<file path="src/design/mqsb_pkg.sv">
// Package for the multi-queue symbol buffer.
// Sizes, operation and status codes, payload, entry, request and state types, sym_addr function.
// No dependencies.
package mqsb_pkg;

    localparam int QUEUES = 8;
    localparam int DEPTH  = 16;

    localparam int QW = (QUEUES > 1) ? $clog2(QUEUES) : 1;
    localparam int DW = $clog2(DEPTH);
    localparam int CW = $clog2(DEPTH + 1);
    localparam int AW = $clog2(QUEUES * DEPTH);

    localparam logic [1:0] OP_PUSH  = 2'd0;
    localparam logic [1:0] OP_POP   = 2'd1;
    localparam logic [1:0] OP_DRAIN = 2'd2;

    localparam logic [1:0] STAT_OK      = 2'd0;
    localparam logic [1:0] STAT_FULL    = 2'd1;
    localparam logic [1:0] STAT_EMPTY   = 2'd2;
    localparam logic [1:0] STAT_INVALID = 2'd3;

    localparam logic [3:0] QUEUES_RESET = 4'd8;

    typedef struct packed {
        logic [1:0] operation;
        logic [3:0] target_queue;
        logic [7:0] symbol;
    } mqsb_in_t;

    typedef struct packed {
        logic [3:0] queue_id;
        logic [7:0] data_symbol;
        logic [1:0] status;
        logic       last;
    } mqsb_out_t;

    typedef struct packed {
        logic [DW-1:0] head;
        logic [CW-1:0] count;
    } mqsb_entry_t;

    typedef struct packed {
        logic          rd_en;
        logic          wr_en;
        logic [AW-1:0] addr;
        logic [7:0]    wdata;
    } mqsb_sym_req_t;

    typedef struct packed {
        logic          rd_en;
        logic          wr_en;
        logic [QW-1:0] idx;
        mqsb_entry_t   wdata;
    } mqsb_tbl_req_t;

    typedef enum logic [1:0] {
        S_IDLE,
        S_LOOKUP,
        S_EMIT
    } mqsb_state_t;

    function automatic logic [AW-1:0] sym_addr(logic [QW-1:0] q, logic [DW-1:0] idx);
        return AW'(q) * AW'(DEPTH) + AW'(idx);
    endfunction

endpackage

</file>
<file path="src/design/mqsb_sym_ram.sv">
// Symbol store: one synchronous RAM holding all queues, with a registered read.
// Depends on mqsb_pkg.
module mqsb_sym_ram (
    input  logic                   clk,
    input  mqsb_pkg::mqsb_sym_req_t req,
    output logic [7:0]             rdata
);
    import mqsb_pkg::*;

    logic [7:0] mem [QUEUES*DEPTH];
    logic [7:0] rdata_reg;

    always_ff @(posedge clk)
    begin
        if (req.wr_en)
        begin
            mem[req.addr] <= req.wdata;
        end
        if (req.rd_en)
        begin
            rdata_reg <= mem[req.addr];
        end
    end

    assign rdata = rdata_reg;

endmodule

</file>
<file path="src/design/mqsb_qtable.sv">
// Queue table: head pointer and fill count per queue in a synchronous RAM.
// Per-queue valid bits make an unwritten entry read as an empty queue.
// Depends on mqsb_pkg.
module mqsb_qtable (
    input  logic                    clk,
    input  logic                    rst_n,
    input  mqsb_pkg::mqsb_tbl_req_t req,
    output mqsb_pkg::mqsb_entry_t   rdata
);
    import mqsb_pkg::*;

    mqsb_entry_t      mem [QUEUES];
    mqsb_entry_t      rdata_reg;
    logic [QUEUES-1:0] valid_reg;
    logic              rd_valid_reg;

    always_ff @(posedge clk)
    begin
        if (req.wr_en)
        begin
            mem[req.idx] <= req.wdata;
        end
        if (req.rd_en)
        begin
            rdata_reg <= mem[req.idx];
        end
    end

    always_ff @(posedge clk or negedge rst_n)
    begin
        if (!rst_n)
        begin
            valid_reg    <= '0;
            rd_valid_reg <= 1'b0;
        end
        else
        begin
            if (req.wr_en)
            begin
                valid_reg[req.idx] <= 1'b1;
            end
            if (req.rd_en)
            begin
                rd_valid_reg <= valid_reg[req.idx];
            end
        end
    end

    assign rdata = rd_valid_reg ? rdata_reg : '0;

endmodule

</file>
<file path="src/design/mqsb_ctrl.sv">
// Sequencer: checks the queue number, reads and updates the queue table,
// moves symbols to and from the store and holds the output register.
// Depends on mqsb_pkg.
module mqsb_ctrl (
    input  logic                    clk,
    input  logic                    rst_n,
    input  logic                    in_valid,
    output logic                    in_stall,
    input  mqsb_pkg::mqsb_in_t      in_data,
    output logic                    out_valid,
    input  logic                    out_stall,
    output mqsb_pkg::mqsb_out_t     out_data,
    input  logic [3:0]              queues_in_use,
    output mqsb_pkg::mqsb_sym_req_t sym_req,
    input  logic [7:0]              sym_rdata,
    output mqsb_pkg::mqsb_tbl_req_t tbl_req,
    input  mqsb_pkg::mqsb_entry_t   tbl_rdata
);
    import mqsb_pkg::*;

    mqsb_state_t   state_reg, state_next;
    mqsb_in_t      item_reg, item_next;
    logic [QW-1:0] q_reg, q_next;
    logic [DW-1:0] head_reg, head_next;
    logic [CW-1:0] count_reg, count_next;
    logic          out_valid_reg, out_valid_next;
    mqsb_out_t     out_reg, out_next;

    logic          out_free;
    logic          accept;
    logic          qn_valid;
    logic [QW-1:0] in_q;
    logic          is_push;
    logic          full;
    logic          empty;
    logic [DW:0]   tail_sum;
    logic [DW-1:0] tail;
    logic [DW-1:0] head_inc;
    logic [CW-1:0] count_dec;
    logic          last_elem;
    logic          load;
    mqsb_out_t     load_val;

    assign out_free = !out_valid_reg || !out_stall;
    assign in_stall = !((state_reg == S_IDLE) && out_free);
    assign accept   = in_valid && !in_stall;

    assign qn_valid = (in_data.target_queue != 4'd0)
                   && (in_data.target_queue <= queues_in_use)
                   && (int'(in_data.target_queue) <= QUEUES);
    assign in_q     = QW'(in_data.target_queue - 4'd1);

    assign is_push  = (item_reg.operation == OP_PUSH);
    assign full     = (tbl_rdata.count == CW'(DEPTH));
    assign empty    = (tbl_rdata.count == '0);
    assign tail_sum = (DW+1)'(tbl_rdata.head) + (DW+1)'(tbl_rdata.count);
    assign tail     = (tail_sum >= (DW+1)'(DEPTH)) ? DW'(tail_sum - (DW+1)'(DEPTH))
                                                   : DW'(tail_sum);
    assign head_inc  = (head_reg == DW'(DEPTH - 1)) ? '0 : head_reg + DW'(1);
    assign count_dec = count_reg - CW'(1);
    assign last_elem = (item_reg.operation != OP_DRAIN) || (count_dec == '0);

    always_comb
    begin
        state_next = state_reg;
        unique case (state_reg)
            S_IDLE:
            begin
                if (accept && qn_valid)
                begin
                    state_next = S_LOOKUP;
                end
            end
            S_LOOKUP:
            begin
                if (out_free)
                begin
                    state_next = (!is_push && !empty) ? S_EMIT : S_IDLE;
                end
            end
            S_EMIT:
            begin
                if (out_free && last_elem)
                begin
                    state_next = S_IDLE;
                end
            end
            default:
            begin
                state_next = S_IDLE;
            end
        endcase
    end

    always_comb
    begin
        item_next  = item_reg;
        q_next     = q_reg;
        head_next  = head_reg;
        count_next = count_reg;
        load       = 1'b0;
        load_val   = '{queue_id: item_reg.target_queue, data_symbol: 8'd0,
                       status: STAT_OK, last: 1'b1};
        sym_req    = '{rd_en: 1'b0, wr_en: 1'b0, addr: sym_addr(q_reg, head_reg),
                       wdata: item_reg.symbol};
        tbl_req    = '{rd_en: 1'b0, wr_en: 1'b0, idx: q_reg, wdata: '0};
        unique case (state_reg)
            S_IDLE:
            begin
                if (accept)
                begin
                    item_next = in_data;
                    q_next    = in_q;
                    if (qn_valid)
                    begin
                        tbl_req.rd_en = 1'b1;
                        tbl_req.idx   = in_q;
                    end
                    else
                    begin
                        load              = 1'b1;
                        load_val.queue_id = in_data.target_queue;
                        load_val.status   = STAT_INVALID;
                    end
                end
            end
            S_LOOKUP:
            begin
                if (out_free)
                begin
                    if (is_push)
                    begin
                        load = 1'b1;
                        if (full)
                        begin
                            load_val.status = STAT_FULL;
                        end
                        else
                        begin
                            sym_req.wr_en       = 1'b1;
                            sym_req.addr        = sym_addr(q_reg, tail);
                            tbl_req.wr_en       = 1'b1;
                            tbl_req.wdata.head  = tbl_rdata.head;
                            tbl_req.wdata.count = tbl_rdata.count + CW'(1);
                        end
                    end
                    else if (empty)
                    begin
                        load            = 1'b1;
                        load_val.status = STAT_EMPTY;
                    end
                    else
                    begin
                        sym_req.rd_en = 1'b1;
                        sym_req.addr  = sym_addr(q_reg, tbl_rdata.head);
                        head_next     = tbl_rdata.head;
                        count_next    = tbl_rdata.count;
                    end
                end
            end
            S_EMIT:
            begin
                if (out_free)
                begin
                    load                 = 1'b1;
                    load_val.data_symbol = sym_rdata;
                    load_val.last        = last_elem;
                    head_next            = head_inc;
                    count_next           = count_dec;
                    if (last_elem)
                    begin
                        tbl_req.wr_en       = 1'b1;
                        tbl_req.wdata.head  = head_inc;
                        tbl_req.wdata.count = count_dec;
                    end
                    else
                    begin
                        sym_req.rd_en = 1'b1;
                        sym_req.addr  = sym_addr(q_reg, head_inc);
                    end
                end
            end
            default:
            begin
            end
        endcase
    end

    assign out_valid_next = load || (out_valid_reg && out_stall);
    assign out_next       = load ? load_val : out_reg;

    always_ff @(posedge clk or negedge rst_n)
    begin
        if (!rst_n)
        begin
            state_reg     <= S_IDLE;
            out_valid_reg <= 1'b0;
        end
        else
        begin
            state_reg     <= state_next;
            out_valid_reg <= out_valid_next;
        end
    end

    always_ff @(posedge clk)
    begin
        item_reg  <= item_next;
        q_reg     <= q_next;
        head_reg  <= head_next;
        count_reg <= count_next;
        out_reg   <= out_next;
    end

    assign out_valid = out_valid_reg;
    assign out_data  = out_reg;

endmodule

</file>
<file path="src/design/multi_queue_symbol_buffer.sv">
// Multi-queue symbol buffer. An invalid queue number is flagged straight from the idle state;
// push and empty results follow a queue-table read, and pop and drain symbols follow a
// queue-table read and then a symbol RAM read; a drain then emits its symbols back to back
// unless out_stall holds them. A new item is taken only once the last one is finished.
// Reset clears the per-queue valid bits at once (all queues empty) and sets
// queues_in_use to 8; no clearing pass. Depends on mqsb_pkg and the mqsb_* modules.
module multi_queue_symbol_buffer (
    input  logic                clk,
    input  logic                rst_n,
    input  logic                in_valid,
    output logic                in_stall,
    input  mqsb_pkg::mqsb_in_t  in_data,
    output logic                out_valid,
    input  logic                out_stall,
    output mqsb_pkg::mqsb_out_t out_data,
    input  logic                cfg_valid,
    output logic                cfg_ready,
    input  logic [3:0]          cfg_data
);
    import mqsb_pkg::*;

    logic [3:0]    queues_in_use_reg;
    mqsb_sym_req_t sym_req;
    logic [7:0]    sym_rdata;
    mqsb_tbl_req_t tbl_req;
    mqsb_entry_t   tbl_rdata;

    assign cfg_ready = 1'b1;

    always_ff @(posedge clk or negedge rst_n)
    begin
        if (!rst_n)
        begin
            queues_in_use_reg <= QUEUES_RESET;
        end
        else if (cfg_valid && cfg_ready)
        begin
            queues_in_use_reg <= cfg_data;
        end
    end

    mqsb_ctrl u_ctrl (
        .clk           (clk),
        .rst_n         (rst_n),
        .in_valid      (in_valid),
        .in_stall      (in_stall),
        .in_data       (in_data),
        .out_valid     (out_valid),
        .out_stall     (out_stall),
        .out_data      (out_data),
        .queues_in_use (queues_in_use_reg),
        .sym_req       (sym_req),
        .sym_rdata     (sym_rdata),
        .tbl_req       (tbl_req),
        .tbl_rdata     (tbl_rdata)
    );

    mqsb_sym_ram u_sym_ram (
        .clk   (clk),
        .req   (sym_req),
        .rdata (sym_rdata)
    );

    mqsb_qtable u_qtable (
        .clk   (clk),
        .rst_n (rst_n),
        .req   (tbl_req),
        .rdata (tbl_rdata)
    );

endmodule

</file>
<file path="config.mk">
export PLATFORM = sky130hd
export DESIGN_NAME = multi_queue_symbol_buffer
export DESIGN_NICKNAME = d
export VERILOG_FILES = /design/src/design/mqsb_pkg.sv /design/src/design/mqsb_sym_ram.sv /design/src/design/mqsb_qtable.sv /design/src/design/mqsb_ctrl.sv /design/src/design/multi_queue_symbol_buffer.sv
export SDC_FILE = /design/constraint.sdc
export NUM_CORES = 1
export LEC_CHECK = 0
export BUFFER_PORTS_ARGS = -buffer_cell sky130_fd_sc_hd__buf_2
export CAP_MARGIN = 20
export CORE_UTILIZATION = 56
export CTS_BUF_LIST = sky130_fd_sc_hd__clkbuf_2 sky130_fd_sc_hd__clkbuf_4 sky130_fd_sc_hd__clkbuf_8
export DETAILED_ROUTE_END_ITERATION = 7
export PLACE_DENSITY = 0.69
export SYNTH_ARGS = -nofsm -noshare
export SYNTH_HDL_FRONTEND = slang
export SYNTH_SLANG_ARGS = --single-unit
</file>
<file path="constraint.sdc">
create_clock -name clk -period 10.4 [get_ports clk]
set_clock_uncertainty 0.15 [all_clocks]
set_input_delay 3.12 -clock clk [delete_from_list [all_inputs] [get_ports clk]]
set_output_delay 3.12 -clock clk [all_outputs]
set_load 0.05 [all_outputs]
</file>
==> results of run 1 <==
-- kinds of logic (layout without fill, tap and decap cells) --
| family | count (synthesis) | count (layout) | share of synthesized area |
|---|---|---|---|
| other | 1 | 3 | 0.0000805 |
| XOR/XNOR | 11 | 11 | 0.00207 |
| flip-flops | 1170 | 1170 | 0.752 |
| AND/OR/NAND/NOR | 601 | 601 | 0.0629 |
| adder cells (fa/ha/maj) | 18 | 18 | 0.00499 |
| AO/OA/AOI/OAI | 411 | 411 | 0.0616 |
| buffers and inverters | 183 | 455 | 0.0175 |
| multiplexers | 432 | 432 | 0.0986 |
-- final timing paths --
check | startpoint | endpoint | slack [ns] | cells past startpoint
min in group asynchronous | rst_n | u_qtable.valid_reg[3]$_DFFE_PN0P_ | 2.07 | 1
hold reg to reg | u_qtable.valid_reg[7]$_DFFE_PN0P_ | u_qtable.valid_reg[7]$_DFFE_PN0P_ | 0.32 | 1
hold / removal | u_qtable.valid_reg[7]$_DFFE_PN0P_ | u_qtable.valid_reg[7]$_DFFE_PN0P_ | 0.32 | 1
max in group asynchronous | rst_n | queues_in_use_reg[3]$_DFFE_PN1P_ | 7.69 | 1
setup / recovery | out_stall | u_sym_ram.rdata[3]$_DFFE_PP_ | 2.44 | 12
setup reg to reg | u_qtable.rd_valid_reg$_DFFE_PN0P_ | u_sym_ram.rdata[3]$_DFFE_PP_ | 3.64 | 15
-- through the flow --
stage	worst slack, ns	instance area (sq um)
after floorplan	3.27	46600
after global placement	1.88	48000
after detailed placement	1.82	48000
after CTS	2.69	51400
after global routing	2.44	51500
final	2.44	51500
-- cells in the final DEF (no fill, tap or decap), drive strengths merged, types with 6 or more instances in the layout --
cell type	netlist	final
edfxtp	1154	1154
mux2i	398	398
clkbuf	67	240
nor2	221	221
o22ai	207	207
nand2	109	109
buf	92	104
and3	89	89
a211oi	85	85
clkinv	1	77
nor4	70	70
nand3	40	40
inv	23	29
o21ai	25	25
a21oi	20	20
mux4	20	20
ha	17	17
dfrtp	15	15
mux2	14	14
or2	13	13
a32oi	11	11
nand4	11	11
a311o	10	10
nor2b	9	9
a31oi	9	9
nand3b	8	8
a21boi	8	8
and2	7	7
nand2b	7	7
o22a	6	6
xor2	6	6
-- metal layers --
metal,wire length (um),share of wire
met1,44500,0.40
met3,9460,0.085
met5,0,0
met2,53700,0.48
met4,3810,0.034
-- cell type report --
| type | count | area, sq um | share of cell area |
|---|---|---|---|
| clock buffers | 240 | 2920 | 0.0568 |
| well taps | 1070 | 1340 | 0.0260 |
| flip-flops and latches | 1170 | 35100 | 0.681 |
| inverters | 24 | 90.1 | 0.00175 |
| diodes | 2 | 5.00 | 0.0000972 |
| repair buffers | 104 | 791 | 0.0154 |
| multi-input cells | 1474 | 10800 | 0.209 |
| clock inverters | 87 | 499 | 0.00970 |
-- power by group --
part	internal (mW)	switching, mW	leakage, nW
Combinational	1.51	3.06	4.68
Clock	1.88	1.73	1.81
Sequential	5.59	0.0925	10.5
-- critical path, delay by kind of cell --
family | cells | cell delay (ns)
simple gates | 4 | 2.19
buf+inv | 2 | 0.55
mux | 1 | 0.39
compound gates | 5 | 1.86
==> metrics.csv, run 1 <==
metric;value;unit
outcome;finished, violations left;
violations;design-rule violations;
synth_commonest_cells;1154 x edfxtp_1, 398 x mux2i_1, 221 x nor2_1;
post-route-util;0.626;
grt_max_degree;107;
path_class;input port to register;
tritoncts;built;
synthArstFlopShare;0.0137;
synth.most_common_cell;edfxtp_1;
end_kind;register;
drv_slew;0;
clk_latency;0.84;ns
hp-class;register to register;
overflow;0;
core;82200;sq um
num_rows;105;
power_density;270;nW/um^2
post_layout_nonfiller_instances;4171;
die_area;84400;sq um
io_buffers;39;
drc_errors;1;
synth_top_cell_area_share;0.744;
yosysUniqueCellTypes;78;
netlist_instances;2827;
max-clock-path-buffers;3;
leakage;17.0;nW
fin_nets;2992;
ys.flop_type;edfxtp_1;
path_cells;buf_2, and2_1, a31oi_1, a21oi_1, a2bb2oi_4, nand2_8, buf_12, mux2i_1, o22ai_1, nor4_1, nand3_1, a311o_1;
vias;26356;
avgRoutedWirePerCell;26.7;um
yosysWarnings;0;
dp_hpwl;68400;um
ir_drop;0.319;mV
gr-usage-met2;0.426;
cts_inserted_buffers;177;
synth.yosys.seq_area_share;0.752;
fmaxAchievable;126;MHz
dr.pass1.iters;8;
grt_busiest_layer;met2;
avgSynthCellArea;16.5;sq um
critPathRequiredTime;10.80;ns
ant_nets;0;
met3_usage;0.0532;
fp.dieW;290;um
power;13.9;mW
largest-register;u_sym_ram.mem;
finalSetupViolations;0;
worstPathArrival;8.36;ns
gp_congestion;0.901;
grt_pass1_vias;26268;
largest_reg_flops;1024;
hold_viol;0;
synth_fp_nets;2868;
placedCellCount;3840;
finalCritPeriodShare;0.765;
synthTopCellsByArea;edfxtp_1 74%, mux2i_1 8.5%, o22ai_1 2.8%, nor2_1 1.8%, a211oi_1 1.3%;
grtUsageTotal;0.265;
drv_cap;0;
hold_slack;0.320;ns
synth_edf_count;1154;
cp_max_fo;106;
slew_headroom;0.233;
post_cts_buffers;0;
clkTransAtPathRegs;0.06;ns
critPathLaunchType;input port;
layout-drive-gt1-share;0.145;
wl;112000;um
antenna_found_initial;2;
grt.met1_usage;0.358;
layout_min_cycle_time;7.96;ns
cts.repair.resized;0;
drtIter0Drc;2829;
fill_cells;5817;
ctsHoldBuffers;0;
syn_area;46600;sq um
crit_slowest_cell;nor4_1;
grt_setup_unrepaired;no;
start_util;0.567;
clockRootBuffer;clkbuf_8;
synth_top_area_cell;edfxtp_1;
worst_pin_slew;1.14;ns
die_h;290;um
io_pins;41;
grt_pass1_wl;165000;um
syn_to_final_growth;10.5;%
htreeDepth;4;
cts.sinks;1170;
final.setup.tns;0;ns
critPathMaxStageDelay;0.96;ns
synth_seq_cells;1170;
routed_via_density;6.32;
No activity file was read; power rests on OpenSTA's default activity.
==> inputs of run 2 (changes only) <==
--- a/config.mk
+++ b/config.mk
@@ -5,6 +5,7 @@
 export SDC_FILE = /design/constraint.sdc
 export NUM_CORES = 1
 export LEC_CHECK = 0
+export ABC_AREA = 1
 export BUFFER_PORTS_ARGS = -buffer_cell sky130_fd_sc_hd__buf_2
 export CAP_MARGIN = 20
 export CORE_UTILIZATION = 56
==> constraint.sdc (replaced) <==
create_clock -name clk -period 7.7 [get_ports clk]
set_clock_uncertainty 0.15 [all_clocks]
set_input_delay 2.31 -clock clk [delete_from_list [all_inputs] [get_ports clk]]
set_output_delay 2.31 -clock clk [all_outputs]
set_load 0.05 [all_outputs]
==> metrics.csv, run 2 <==
metric;value;unit
worstPathArrival;6.27;ns
ys.flop_type;edfxtp_1;
post_layout_nonfiller_instances;5972;
ant_nets;0;
hp-class;register to register;
core;87000;sq um
worst_pin_slew;1.11;ns
cp_common_cell;nand2_1;
yosysUniqueCellTypes;41;
crit_slowest_cell;buf_4;
critPathMaxStageDelay;0.73;ns
io_pins;41;
cts_inserted_buffers;182;
die_area;89300;sq um
synthTopCellsByArea;edfxtp_1 70%, nand2_1 17%, nand3_1 3.2%, nor2_1 2.5%, buf_2 1.3%;
fill_cells;6990;
synth_seq_cells;1170;
outcome;completed;
synth_top_cell_area_share;0.702;
fmaxAchievable;175;MHz
gp_congestion;0.887;
tritoncts;built;
syn_area;49400;sq um
grt_setup_unrepaired;no;
start_util;0.567;
avgSynthCellArea;10.7;sq um
largest_reg_flops;1024;
cts.sinks;1170;
fin_nets;4710;
clockRootBuffer;clkbuf_8;
finalSetupViolations;0;
grtUsageTotal;0.281;
dr.pass1.iters;6;
syn_to_final_growth;9.70;%
path_cells;buf_2, nand2_1, nand2_1, nand2_1, nand2_1, nand2_1, nand2_1, nand2_8, nand2_8, inv_6, buf_4, nand2_1, nand2_1, nand2_1, nand2_1, o21ai_1, nand2_1, nor2_1, nor2_1, nor2_1, nand2_1;
grt_max_degree;132;
netlist_instances;4622;
avgRoutedWirePerCell;21.1;um
yosysWarnings;0;
routed_via_density;5.57;
cp_max_fo;80;
critPathLaunchType;input port;
synth_fp_nets;4663;
synth.most_common_cell;nand2_1;
synth.yosys.seq_area_share;0.710;
final_common_cell;nand2_1;
io_buffers;39;
synth_top_area_cell;edfxtp_1;
hold_viol;0;
clk_latency;0.84;ns
antenna_found_initial;2;
overflow;0;
path_class;input port to register;
num_rows;108;
post-route-cell-area;54100;sq um
critPathRequiredTime;8.26;ns
synthArstFlopShare;0.0137;
vias;33269;
layout_min_cycle_time;5.72;ns
slew_headroom;0.259;
grt_pass1_wl;190000;um
post-route-util;0.622;
drv_slew;0;
htreeDepth;4;
cts.repair.resized;0;
finalCritPeriodShare;0.742;
final.setup.tns;0;ns
fp.dieW;299;um
wl;126000;um
path_buf_inv;3;
synth_edf_count;1154;
ctsHoldBuffers;0;
layout-drive-gt1-share;0.0883;
drv_cap;0;
post_cts_buffers;0;
drtIter0Drc;3731;
largest-register;u_sym_ram.mem;
placedCellCount;5638;
drc_errors;0;
grt_pass1_vias;31680;
dpl-instance-area;50400;sq um
dp_hpwl;70700;um
synth_commonest_cells;2211 x nand2_1, 1154 x edfxtp_1, 324 x nor2_1;
max-clock-path-buffers;3;
die_h;299;um
final_cell_mix;2210 x nand2_1, 1154 x edfxtp_1, 319 x nor2_1;
clkTransAtPathRegs;0.06;ns
end_kind;register;
cpLargestDelayFamily;simple AND/OR/NAND/NOR gates;
run 2: cell count changes in the layout (fill, tap and decap cells not counted), sizes merged, moves of 58 or more:
cell / before / now
nand2: 109 / 2217
mux2i: 398 / 0
nand3: 40 / 316
o22ai: 207 / 2
o21ai: 25 / 189
nor2: 221 / 326
and3: 89 / 0
a211oi: 85 / 2
nor4: 70 / 0
inv: 29 / 87
run 2: per-layer routing:
layer	GRT usage	share of wire
met3	0.0535	0.090
met4	0.0910	0.025
met5	0	0.00010
met2	0.451	0.48
met1	0.391	0.41
run 2: cells by family after synthesis:
logic type                 Yosys count  synth area share
AOI/OAI and AO/OA                  234            0.0250
xor gates and xnor gates             5          0.000887
adders and majority gates           18           0.00471
buffers and inverters              321            0.0306
DFF                               1170             0.710
muxes                                1          0.000228
other                                1         0.0000760
and+or+nand+nor                   2872             0.228
run 2: final cells by class:
type | count | area (sq um) | area share
inverter | 87 | 334 | 0.00617
multi-input combinational | 3131 | 12900 | 0.238
antenna | 2 | 5.00 | 0.0000924
sequential | 1170 | 35100 | 0.647
clock buffer | 258 | 3110 | 0.0575
clock inverter | 72 | 554 | 0.0102
timing repair buffer | 97 | 762 | 0.0141
tap | 1155 | 1450 | 0.0267
run 2: worst paths after layout:
check	depth (start not counted)	endpoint	slack, ns	from
hold / removal	1	u_qtable.valid_reg[7]$_DFFE_PN0P_	0.32	u_qtable.valid_reg[7]$_DFFE_PN0P_
max in group asynchronous	1	queues_in_use_reg[3]$_DFFE_PN1P_	5.74	rst_n
hold reg to reg	1	u_qtable.valid_reg[7]$_DFFE_PN0P_	0.32	u_qtable.valid_reg[7]$_DFFE_PN0P_
min in group asynchronous	1	u_qtable.rd_valid_reg$_DFFE_PN0P_	1.28	rst_n
setup reg to reg	24	u_sym_ram.rdata[1]$_DFFE_PP_	2.26	u_qtable.rd_valid_reg$_DFFE_PN0P_
setup / recovery	21	u_sym_ram.rdata[1]$_DFFE_PP_	1.98	out_stall
run 2: worst register-to-register path: cells and delay by family (launching register included):
family | cells | cell delay (ns)
and+or+nand+nor | 20 | 3.16
buffers and inverters | 2 | 0.92
DFF | 1 | 0.66
adders and majority gates | 1 | 0.33
AOI/OAI and AO/OA | 1 | 0.08
run 2: metrics by stage:
| stage | hold WS (ns) | setup WS, ns |
|---|---|---|
| 2_1_floorplan | 0.274 | 2.18 |
| 3_3_place_gp | 0.291 | 1.18 |
| 3_5_place_dp | 0.304 | 1.18 |
| 4_1_cts | 0.320 | 2.06 |
| 5_1_grt | 0.352 | 1.67 |
| 6_report | 0.320 | 1.98 |
Power of run 2 is not shown: default switching activity piles up to over one toggle a cycle in this logic, so the estimate is an artifact.
